[src/sv/pts_pkg.sv]
// Operation/status codes, register indexes and result word type of the scheduler.
package pts_pkg;

   // operation codes carried on req_tuser
   localparam logic [2:0] OP_ADD    = 3'd0;
   localparam logic [2:0] OP_REMOVE = 3'd1;
   localparam logic [2:0] OP_SETEN  = 3'd2;
   localparam logic [2:0] OP_TICK   = 3'd3;
   localparam logic [2:0] OP_STEP   = 3'd4;

   // status codes carried on rsp_tuser
   localparam logic [1:0] ST_DONE     = 2'd0;
   localparam logic [1:0] ST_FIRED    = 2'd1;
   localparam logic [1:0] ST_NOTFOUND = 2'd2;
   localparam logic [1:0] ST_FULL     = 2'd3;

   // configuration register indexes
   localparam logic REG_FIXED_MODE  = 1'b0;
   localparam logic REG_FIXED_VALUE = 1'b1;

   // one result word before it goes to the output register
   typedef struct packed {
      logic [1:0]  status;
      logic [7:0]  fired_id;
      logic [31:0] delta_time;
      logic        expired;
      logic        last_result;
   } res_type;

endpackage

[src/sv/pts_ram.sv]
// Generic single-port-write, single-port-read RAM with registered read data.
module pts_ram #(
   parameter int WIDTH = 8,
   parameter int DEPTH = 16
) (
   input  logic                     clock,
   input  logic                     we,
   input  logic [$clog2(DEPTH)-1:0] waddr,
   input  logic [WIDTH-1:0]         wdata,
   input  logic [$clog2(DEPTH)-1:0] raddr,
   output logic [WIDTH-1:0]         rdata
);

   logic [WIDTH-1:0] mem_ff [DEPTH];
   logic [WIDTH-1:0] rdata_ff;

   // write port and registered read port
   always_ff @(posedge clock) begin
      if (we) begin
         mem_ff[waddr] <= wdata;
      end
      rdata_ff <= mem_ff[raddr];
   end

   assign rdata = rdata_ff;

endmodule

[src/sv/periodic_task_tick_scheduler_core.sv]
// Periodic task scheduler core: slot table in RAM, ordered lists, tick walk sequencer.
//
//  channel | direction | handshake             | payload
//  req     | in        | req_tvalid/req_tready | tuser=operation, tdata=task fields
//  rsp     | out       | rsp_tvalid/rsp_tready | tuser=status, tlast=last_result, tdata
//  csr     | in        | APB, pready always 1  | fixed_step_mode @0, fixed_step_value @4
//
// One word is worked on at a time; req_tready is high only while the sequencer is idle.
// Add passes start and emit; remove/set enable/step read and compare each entry searched.
// A tick merges the pending entries, then reads and processes each main entry walked,
// plus a multiply, write back and emit per fire; each result waits while rsp is stalled.
// Reset (synchronous) clears counts, busy bits and timing state; the RAM needs no clear.
module periodic_task_tick_scheduler_core #(
   parameter int SLOTS   = 16,
   parameter int ID_BITS = 8
) (
   input  logic        clock,
   input  logic        reset,
   // input words
   input  logic        req_tvalid,
   output logic        req_tready,
   input  logic [2:0]  req_tuser,  // operation
   // task_id[7:0], tick_period[23:8], run_count[39:24], enable_value[40],
   // now_time[72:41], time_scale[88:73], zero[95:89]
   input  logic [95:0] req_tdata,
   // result words
   output logic        rsp_tvalid,
   input  logic        rsp_tready,
   output logic [1:0]  rsp_tuser,  // status
   output logic        rsp_tlast,  // last_result
   // fired_id[7:0], delta_time[39:8], expired[40], zero[47:41]
   output logic [47:0] rsp_tdata,
   // configuration
   input  logic        csr_psel,
   input  logic        csr_penable,
   input  logic        csr_pwrite,
   input  logic [2:0]  csr_paddr,
   input  logic [31:0] csr_pwdata,
   output logic [31:0] csr_prdata,
   output logic        csr_pready
);

   localparam int IW = (SLOTS > 1) ? $clog2(SLOTS) : 1;
   localparam int CW = $clog2(SLOTS + 1);

   typedef struct packed {
      logic [ID_BITS-1:0] id;
      logic [15:0]        period;
      logic [15:0]        countdown;
      logic [15:0]        runs;
      logic               enabled;
      logic [31:0]        last_time;
   } slot_type;

   localparam int SW = $bits(slot_type);

   typedef enum logic [3:0] {
      S_IDLE, S_START, S_MERGE, S_WALK_RD, S_WALK_PROC, S_SRCH_RD, S_SRCH_CMP,
      S_MUL, S_FIRE, S_EMIT
   } state_type;

   // registers
   state_type           state_ff, state_in, ret_ff, ret_in;
   logic [2:0]          op_ff, op_in;
   logic [ID_BITS-1:0]  id_ff, id_in;
   logic [15:0]         per_ff, per_in;
   logic [15:0]         runs_ff, runs_in;
   logic                en_ff, en_in;
   logic [31:0]         now_ff, now_in;
   logic [15:0]         scale_ff, scale_in;
   logic                mode_ff, mode_in;
   logic [31:0]         fixval_ff, fixval_in;
   logic                started_ff, started_in;
   logic                stamp_ff, stamp_in;
   logic                lst_ff, lst_in;    // 0 main list, 1 pending list
   logic                tick_ff, tick_in;  // fire belongs to a tick walk
   logic [CW-1:0]       idx_ff, idx_in;
   logic [CW-1:0]       mcnt_ff, mcnt_in;
   logic [CW-1:0]       pcnt_ff, pcnt_in;
   logic [IW-1:0]       slot_ff, slot_in;
   logic [SLOTS-1:0]    busy_ff, busy_in;
   logic [IW-1:0]       mord_ff [SLOTS];
   logic [IW-1:0]       mord_in [SLOTS];
   logic [IW-1:0]       pord_ff [SLOTS];
   logic [IW-1:0]       pord_in [SLOTS];
   slot_type            cur_ff, cur_in;
   logic [47:0]         prod_ff, prod_in;
   logic                neg_ff, neg_in;
   pts_pkg::res_type    res_ff, res_in;
   logic                rv_ff, rv_in;
   pts_pkg::res_type    rsp_ff, rsp_in;

   // RAM ports
   logic                ram_we;
   logic [IW-1:0]       ram_waddr, ram_raddr;
   slot_type            ram_wdata, ram_rdata;
   logic [SW-1:0]       ram_rbits;

   // helpers
   logic [IW-1:0]       free_slot;
   logic                free_ok;
   logic [CW:0]         total;
   logic [31:0]         tid32;
   logic [35:0]         shifted;
   logic [31:0]         delta;
   logic [15:0]         cd_dec;
   logic [CW-1:0]       lst_cnt;
   slot_type            ent;
   logic                csr_wr;

   pts_ram #(.WIDTH(SW), .DEPTH(SLOTS)) u_slots (
      .clock (clock),
      .we    (ram_we),
      .waddr (ram_waddr),
      .wdata (ram_wdata),
      .raddr (ram_raddr),
      .rdata (ram_rbits)
   );
   assign ram_rdata = slot_type'(ram_rbits);

   // lowest free slot
   always_comb begin
      free_slot = '0;
      free_ok   = 1'b0;
      for (int j = SLOTS - 1; j >= 0; j--) begin
         if (!busy_ff[j]) begin
            free_slot = IW'(j);
            free_ok   = 1'b1;
         end
      end
   end

   assign total   = {1'b0, mcnt_ff} + {1'b0, pcnt_ff};
   assign tid32   = {24'd0, req_tdata[7:0]};
   assign shifted = prod_ff[47:12];
   assign delta   = mode_ff ? fixval_ff :
                    neg_ff  ? 32'd0 :
                    (|shifted[35:32]) ? 32'hFFFF_FFFF : shifted[31:0];
   assign cd_dec  = ram_rdata.countdown - 16'd1;
   assign lst_cnt = lst_ff ? pcnt_ff : mcnt_ff;
   assign csr_wr  = csr_psel && csr_penable && csr_pwrite;

   // RAM read address follows the list entry under the walk or search index
   always_comb begin
      if (state_ff == S_SRCH_RD && lst_ff) begin
         ram_raddr = pord_ff[idx_ff[IW-1:0]];
      end else begin
         ram_raddr = mord_ff[idx_ff[IW-1:0]];
      end
   end

   // sequencer next state
   always_comb begin
      state_in   = state_ff;
      ret_in     = ret_ff;
      op_in      = op_ff;
      id_in      = id_ff;
      per_in     = per_ff;
      runs_in    = runs_ff;
      en_in      = en_ff;
      now_in     = now_ff;
      scale_in   = scale_ff;
      mode_in    = mode_ff;
      fixval_in  = fixval_ff;
      started_in = started_ff;
      stamp_in   = stamp_ff;
      lst_in     = lst_ff;
      tick_in    = tick_ff;
      idx_in     = idx_ff;
      mcnt_in    = mcnt_ff;
      pcnt_in    = pcnt_ff;
      slot_in    = slot_ff;
      busy_in    = busy_ff;
      mord_in    = mord_ff;
      pord_in    = pord_ff;
      cur_in     = cur_ff;
      prod_in    = prod_ff;
      neg_in     = neg_ff;
      res_in     = res_ff;
      rv_in      = rv_ff;
      rsp_in     = rsp_ff;
      ram_we     = 1'b0;
      ram_waddr  = slot_ff;
      ram_wdata  = ram_rdata;
      ent        = ram_rdata;

      // configuration writes
      if (csr_wr) begin
         if (csr_paddr[2] == pts_pkg::REG_FIXED_MODE) begin
            mode_in = csr_pwdata[0];
         end else begin
            fixval_in = csr_pwdata;
         end
      end

      // output register drains independently
      if (rv_ff && rsp_tready) begin
         rv_in = 1'b0;
      end

      unique case (state_ff)
         S_IDLE: begin
            if (req_tvalid) begin
               op_in    = req_tuser;
               id_in    = tid32[ID_BITS-1:0];
               per_in   = req_tdata[23:8];
               runs_in  = req_tdata[39:24];
               en_in    = req_tdata[40];
               now_in   = req_tdata[72:41];
               scale_in = req_tdata[88:73];
               state_in = S_START;
            end
         end
         S_START: begin
            idx_in = '0;
            res_in = '{status: pts_pkg::ST_DONE, fired_id: 8'd0, delta_time: 32'd0,
                       expired: 1'b0, last_result: 1'b1};
            ret_in = S_IDLE;
            case (op_ff)
               pts_pkg::OP_ADD: begin
                  if (total >= (CW+1)'(SLOTS) || !free_ok) begin
                     res_in.status = pts_pkg::ST_FULL;
                  end else begin
                     ram_we     = 1'b1;
                     ram_waddr  = free_slot;
                     ram_wdata  = '{id: id_ff, period: per_ff, countdown: per_ff,
                                    runs: runs_ff, enabled: 1'b1, last_time: 32'd0};
                     busy_in[free_slot] = 1'b1;
                     pord_in[pcnt_ff[IW-1:0]] = free_slot;
                     pcnt_in    = pcnt_ff + CW'(1);
                  end
                  state_in = S_EMIT;
               end
               pts_pkg::OP_REMOVE, pts_pkg::OP_STEP: begin
                  lst_in   = 1'b0;
                  state_in = S_SRCH_RD;
               end
               pts_pkg::OP_SETEN: begin
                  lst_in   = 1'b1;
                  state_in = S_SRCH_RD;
               end
               pts_pkg::OP_TICK: begin
                  state_in = S_MERGE;
               end
               default: begin
                  state_in = S_EMIT;
               end
            endcase
         end
         S_MERGE: begin
            // move pending entries onto the end of the main list
            if (idx_ff < pcnt_ff) begin
               mord_in[mcnt_ff[IW-1:0]] = pord_ff[idx_ff[IW-1:0]];
               mcnt_in = mcnt_ff + CW'(1);
               idx_in  = idx_ff + CW'(1);
            end else begin
               pcnt_in = '0;
               idx_in  = '0;
               tick_in = 1'b1;
               if (!started_ff && !mode_ff) begin
                  started_in = 1'b1;
                  stamp_in   = 1'b1;
               end else begin
                  stamp_in = 1'b0;
               end
               state_in = S_WALK_RD;
            end
         end
         S_WALK_RD: begin
            if (idx_ff >= mcnt_ff) begin
               res_in = '{status: pts_pkg::ST_DONE, fired_id: 8'd0, delta_time: 32'd0,
                          expired: 1'b0, last_result: 1'b1};
               ret_in   = S_IDLE;
               state_in = S_EMIT;
            end else begin
               slot_in  = ram_raddr;
               state_in = S_WALK_PROC;
            end
         end
         S_WALK_PROC: begin
            state_in = S_WALK_RD;
            if (stamp_ff) begin
               ram_we              = 1'b1;
               ram_wdata.last_time = now_ff;
               idx_in              = idx_ff + CW'(1);
            end else if (ram_rdata.enabled) begin
               if (cd_dec == 16'd0) begin
                  cur_in   = ram_rdata;
                  state_in = S_MUL;
               end else begin
                  ram_we              = 1'b1;
                  ram_wdata.countdown = cd_dec;
                  idx_in              = idx_ff + CW'(1);
               end
            end else begin
               idx_in = idx_ff + CW'(1);
            end
         end
         S_SRCH_RD: begin
            if (idx_ff >= lst_cnt) begin
               idx_in = '0;
               if (op_ff == pts_pkg::OP_REMOVE && !lst_ff) begin
                  lst_in = 1'b1;
               end else if (op_ff == pts_pkg::OP_SETEN && lst_ff) begin
                  lst_in = 1'b0;
               end else begin
                  res_in = '{status: pts_pkg::ST_NOTFOUND, fired_id: 8'd0,
                             delta_time: 32'd0, expired: 1'b0, last_result: 1'b1};
                  ret_in   = S_IDLE;
                  state_in = S_EMIT;
               end
            end else begin
               slot_in  = ram_raddr;
               state_in = S_SRCH_CMP;
            end
         end
         S_SRCH_CMP: begin
            if (ram_rdata.id == id_ff) begin
               res_in = '{status: pts_pkg::ST_DONE, fired_id: 8'd0, delta_time: 32'd0,
                          expired: 1'b0, last_result: 1'b1};
               ret_in   = S_IDLE;
               state_in = S_EMIT;
               case (op_ff)
                  pts_pkg::OP_REMOVE: begin
                     busy_in[slot_ff] = 1'b0;
                     if (lst_ff) begin
                        for (int j = 0; j < SLOTS - 1; j++) begin
                           if (CW'(j) >= idx_ff) pord_in[j] = pord_ff[j+1];
                        end
                        pcnt_in = pcnt_ff - CW'(1);
                     end else begin
                        for (int j = 0; j < SLOTS - 1; j++) begin
                           if (CW'(j) >= idx_ff) mord_in[j] = mord_ff[j+1];
                        end
                        mcnt_in = mcnt_ff - CW'(1);
                     end
                  end
                  pts_pkg::OP_SETEN: begin
                     ram_we            = 1'b1;
                     ram_wdata.enabled = en_ff;
                  end
                  default: begin
                     // step one task
                     cur_in   = ram_rdata;
                     tick_in  = 1'b0;
                     state_in = S_MUL;
                  end
               endcase
            end else begin
               idx_in   = idx_ff + CW'(1);
               state_in = S_SRCH_RD;
            end
         end
         S_MUL: begin
            prod_in  = 48'((now_ff - cur_ff.last_time)) * 48'(scale_ff);
            neg_in   = now_ff < cur_ff.last_time;
            state_in = S_FIRE;
         end
         S_FIRE: begin
            ent           = cur_ff;
            ent.last_time = now_ff;
            ent.countdown = cur_ff.period;
            if (cur_ff.runs != 16'd0) ent.runs = cur_ff.runs - 16'd1;
            ram_we    = 1'b1;
            ram_wdata = ent;
            res_in = '{status: pts_pkg::ST_FIRED, fired_id: 8'(cur_ff.id),
                       delta_time: delta, expired: 1'b0, last_result: !tick_ff};
            if (cur_ff.runs == 16'd1) begin
               // expired: leave the main list, the next entry slides into place
               res_in.expired   = 1'b1;
               busy_in[slot_ff] = 1'b0;
               for (int j = 0; j < SLOTS - 1; j++) begin
                  if (CW'(j) >= idx_ff) mord_in[j] = mord_ff[j+1];
               end
               mcnt_in = mcnt_ff - CW'(1);
            end else if (tick_ff) begin
               idx_in = idx_ff + CW'(1);
            end
            ret_in   = tick_ff ? S_WALK_RD : S_IDLE;
            state_in = S_EMIT;
         end
         S_EMIT: begin
            if (!rv_ff || rsp_tready) begin
               rsp_in   = res_ff;
               rv_in    = 1'b1;
               state_in = ret_ff;
            end
         end
         default: begin
            state_in = S_IDLE;
         end
      endcase
   end

   // state and registered outputs
   always_ff @(posedge clock) begin
      if (reset) begin
         state_ff   <= S_IDLE;
         ret_ff     <= S_IDLE;
         mode_ff    <= 1'b0;
         fixval_ff  <= 32'd0;
         started_ff <= 1'b0;
         mcnt_ff    <= '0;
         pcnt_ff    <= '0;
         busy_ff    <= '0;
         rv_ff      <= 1'b0;
      end else begin
         state_ff   <= state_in;
         ret_ff     <= ret_in;
         mode_ff    <= mode_in;
         fixval_ff  <= fixval_in;
         started_ff <= started_in;
         mcnt_ff    <= mcnt_in;
         pcnt_ff    <= pcnt_in;
         busy_ff    <= busy_in;
         rv_ff      <= rv_in;
      end
      op_ff    <= op_in;
      id_ff    <= id_in;
      per_ff   <= per_in;
      runs_ff  <= runs_in;
      en_ff    <= en_in;
      now_ff   <= now_in;
      scale_ff <= scale_in;
      stamp_ff <= stamp_in;
      lst_ff   <= lst_in;
      tick_ff  <= tick_in;
      idx_ff   <= idx_in;
      slot_ff  <= slot_in;
      mord_ff  <= mord_in;
      pord_ff  <= pord_in;
      cur_ff   <= cur_in;
      prod_ff  <= prod_in;
      neg_ff   <= neg_in;
      res_ff   <= res_in;
      rsp_ff   <= rsp_in;
   end

   assign req_tready = (state_ff == S_IDLE);
   assign rsp_tvalid = rv_ff;
   assign rsp_tuser  = rsp_ff.status;
   assign rsp_tlast  = rsp_ff.last_result;
   assign rsp_tdata  = {7'd0, rsp_ff.expired, rsp_ff.delta_time, rsp_ff.fired_id};
   assign csr_prdata = (csr_paddr[2] == pts_pkg::REG_FIXED_MODE) ? {31'd0, mode_ff}
                                                                : fixval_ff;
   assign csr_pready = 1'b1;

endmodule

[config.mk]
export PLATFORM = sky130hd
export DESIGN_NAME = periodic_task_tick_scheduler_core
export DESIGN_NICKNAME = d
export VERILOG_FILES = /design/src/sv/pts_pkg.sv /design/src/sv/pts_ram.sv /design/src/sv/periodic_task_tick_scheduler_core.sv
export SDC_FILE = /design/constraint.sdc
export NUM_CORES = 2
export LEC_CHECK = 0
export BUFFER_PORTS_ARGS = -buffer_cell sky130_fd_sc_hd__buf_2
export CAP_MARGIN = 25
export CORE_ASPECT_RATIO = 1.5
export CORE_UTILIZATION = 30
export CTS_BUF_LIST = sky130_fd_sc_hd__clkbuf_8
export DETAILED_ROUTE_END_ITERATION = 10
export GPL_ROUTABILITY_DRIVEN = 0
export PLACE_DENSITY = 0.47
export SLEW_MARGIN = 20
export SYNTH_ARGS = -nofsm -noshare
export SYNTH_HDL_FRONTEND = slang
export SYNTH_SLANG_ARGS = --single-unit
[constraint.sdc]
create_clock -name clock -period 15.8 [get_ports clock]
set_clock_uncertainty 0.1 [all_clocks]
set_input_delay 2.37 -clock clock [delete_from_list [all_inputs] [get_ports clock]]
set_output_delay 2.37 -clock clock [all_outputs]
set_load 0.02 [all_outputs]
==> summary.txt <==
Routing
  – Routed WL: roughly 300000 microns
  – Via/cell ratio: ~4.9
  – ANT nets after route: 0
  – Via count: ~67000
  – Initial drt markers: approximately 4700
  – DRT Pass-1 Iters: 5
  – Routed length per placed instance: approximately 22 microns
  – DRC errors left: 0

Critical path
  – CP Launch Type: flop
  – Critical Path RT: approximately 16 ns
  – Worst-path maximum fanout: 16
  – RR Startpoint: now_ff[0]$_DFFE_PP_
  – CP startpoint: now_ff[0]$_DFFE_PP_
  – Top cell by count, worst path: fa_1
  – Setup Crit Path Kind: flop to flop
  – CP peak stage delay: ~0.83 ns
  – Critical Path AT: approximately 11 ns
  – Setup crit end kind: flop
  – Slowest CP cell: xor2_2
  – R2R Setup Slk: 5.35 ns

Clock network
  – Clock root cell: clkbuf_8
  – # clock sinks: about 2000
  – Post-CTS setup buffers: 0
  – Num CTS Buffers: around 330
  – CTS clk-pin slew, worst paths: 0.06 ns
  – CTS Buffer Depth: 4
  – Worst-Skew Late Latency: about 1.0 ns
  – Hold-fix buffers at CTS: 0
  – CTS resizes: 0
  – TritonCTS clock tree: yes
  – H-tree level count: 5

Yosys
  – Syn Inst Count: 8638
  – Number of synthesized flops with an enable pin: 1854
  – Top-count cell post-synth: nand2_1
  – Synth unique cells: 93
  – Syn avg cell area: between 10 and 15 sq um
  – Yosys reg bits: 2009
  – Cell accounting for the most synthesized area: edfxtp_1
  – Post-synth top cells: nand2_1, edfxtp_1, inv_1, fa_1, and2_1
  – Top FF cell, synth: edfxtp_1
  – Async SR Flop Fraction: 0%
  – Sequential-to-total area share from yosys stat: roughly 58%
  – Share of the synthesized area in the top cell type: 55.3%
  – Synth warn: 0
  – Synth area leaders: edfxtp_1, fa_1, nand2_1
  – Synthesized area: between 100000 and 150000 sq um

Global routing
  – Largest net degree at the start of global routing: between 200 and 250
  – GRT Overall Usage: about 17%
  – First-pass GRT wire length: 441000 microns
  – Initial antenna violation count: 11
  – Vias in the first global route: 69100
  – GR Overflow Total: 0

Min path
  – Hold Path Class: flop to flop
  – Hold_sp: u_slots.rdata[22]$_DFF_P_

Placed design
  – Dpl hpwl: 174000 microns
  – Dpl ws: 5.43 ns
  – Area after DPL: about 110000 sq um
  – Port bufs: 209

Timing
  – Hold Violations, Final: 0
  – Worst rel slew slack: between 20% and 30%
  – Final max-slew violation count: 0
  – Crit share post-route: between 60% and 70%
  – Final setup TNS: 0 ns
  – Setup repair after global routing missed its margin: no
  – Fin worst setup slack: ~5.3 ns
  – Worst-Margin Slew: between 1 and 1.5 ns
  – Tmin final: between 10 and 15 ns
  – Maximum clock rate: between 0.09 and 0.1 GHz
  – Final setup violation count: 0

Floorplan
  – Starting Density: a little under a third
  – Ports: approximately 230
  – Die width: between 400 and 500 microns
  – Row cnt: 260
  – Die Y: approximately 700 microns
  – DIE AREA: 338000 sq um
  – Core Footprint: roughly 330000 sq um

Job
  – Max Cap Viol: 0

Layout
  – Nets: 9661
  – Design Area, Final: 114000 sq um
  – Layout area overhead: 12.9%
  – Layout cells sized above 1: about a tenth

Status
  – Status: finished clean
placed cells by master (no fill, tap or decap), types with 154 or more instances in the layout:
cell type	count
and2_1	274
nand3_1	231
nor2_1	216
nand2_1	2158
edfxtp_1	1854
a31oi_1	195
clkbuf_8	399
ha_1	175
and3_1	190
fa_1	492
inv_1	757
a21oi_1	171
buf_2	210
o21ai_0	229
dfxtp_1	154
path summary, 6_finish.rpt:
path,to,cells after the start
hold reg to reg,cur_ff[22]$_DFFE_PP_,0
hold / removal,cur_ff[22]$_DFFE_PP_,0
setup / recovery,prod_ff[47]$_DFFE_PP_,31
setup reg to reg,prod_ff[47]$_DFFE_PP_,31
routing by layer:
metal  up-vias  part of all wire, %  global-route usage [%]
met5         -                    0                       0
met4         0                  3.3                    6.11
li1      30500                    -                       -
met1     34100                   41                    21.1
met3       546                  4.8                    2.24
met2      1872                   51                    31.0
layout make-up:
type,instances,area (sq um)
timing repair buffer,381,2710
antenna,4,10.0
multi-input combinational,5475,37500
sequential,2009,58800
fill,33100,220000
inverter,653,2470
clock inverter,207,1140
tap,4454,5570
clock buffer,399,5490
critical path: cells and delay by family, from the launching register on:
kind | cells | cell delay, ns
buf+inv | 4 | 0.26
fa+ha+maj | 9 | 3.77
compound gates | 11 | 3.72
simple gates | 5 | 0.77
xor+xnor | 2 | 1.11
flops | 1 | 0.40
per-stage QoR:
step                      util, %  hold slack (ns)  instances
after global placement       31.9            0.303      12900
after detailed placement     32.0            0.305      13000
after CTS                    34.0            0.251      13600
after global routing         34.0            0.293      13600
after floorplan                 -            0.300       8644
final                        34.0            0.271      13600
registers in the layout, indices dropped and copies added (netlist names), 5 cells and up:
signal          flops
u_slots.mem_ff   1424
u_slots.rdata      89
cur_ff             73
mord_ff            64
pord_ff            64
res_ff             44
rsp_tdata          41
prod_ff            36
fixval_ff          32
now_ff             32
busy_ff            16
per_ff             16
runs_ff            16
scale_ff           16
id_ff               8
idx_ff              5
mcnt_ff             5
pcnt_ff             5
logic make-up after synthesis:
family	share of synthesized area (%)
XOR/XNOR	0.988
AND/OR/NAND/NOR	14.7
adder cells (fa/ha/maj)	12.0
multiplexers	0.780
AO/OA/AOI/OAI	8.45
flip-flops	58.4
other	0.00746
buffers and inverters	4.76
Power is left out: the tool's default activity adds up to more than one toggle a clock period on the data nets, which glitch-free logic cannot reach.
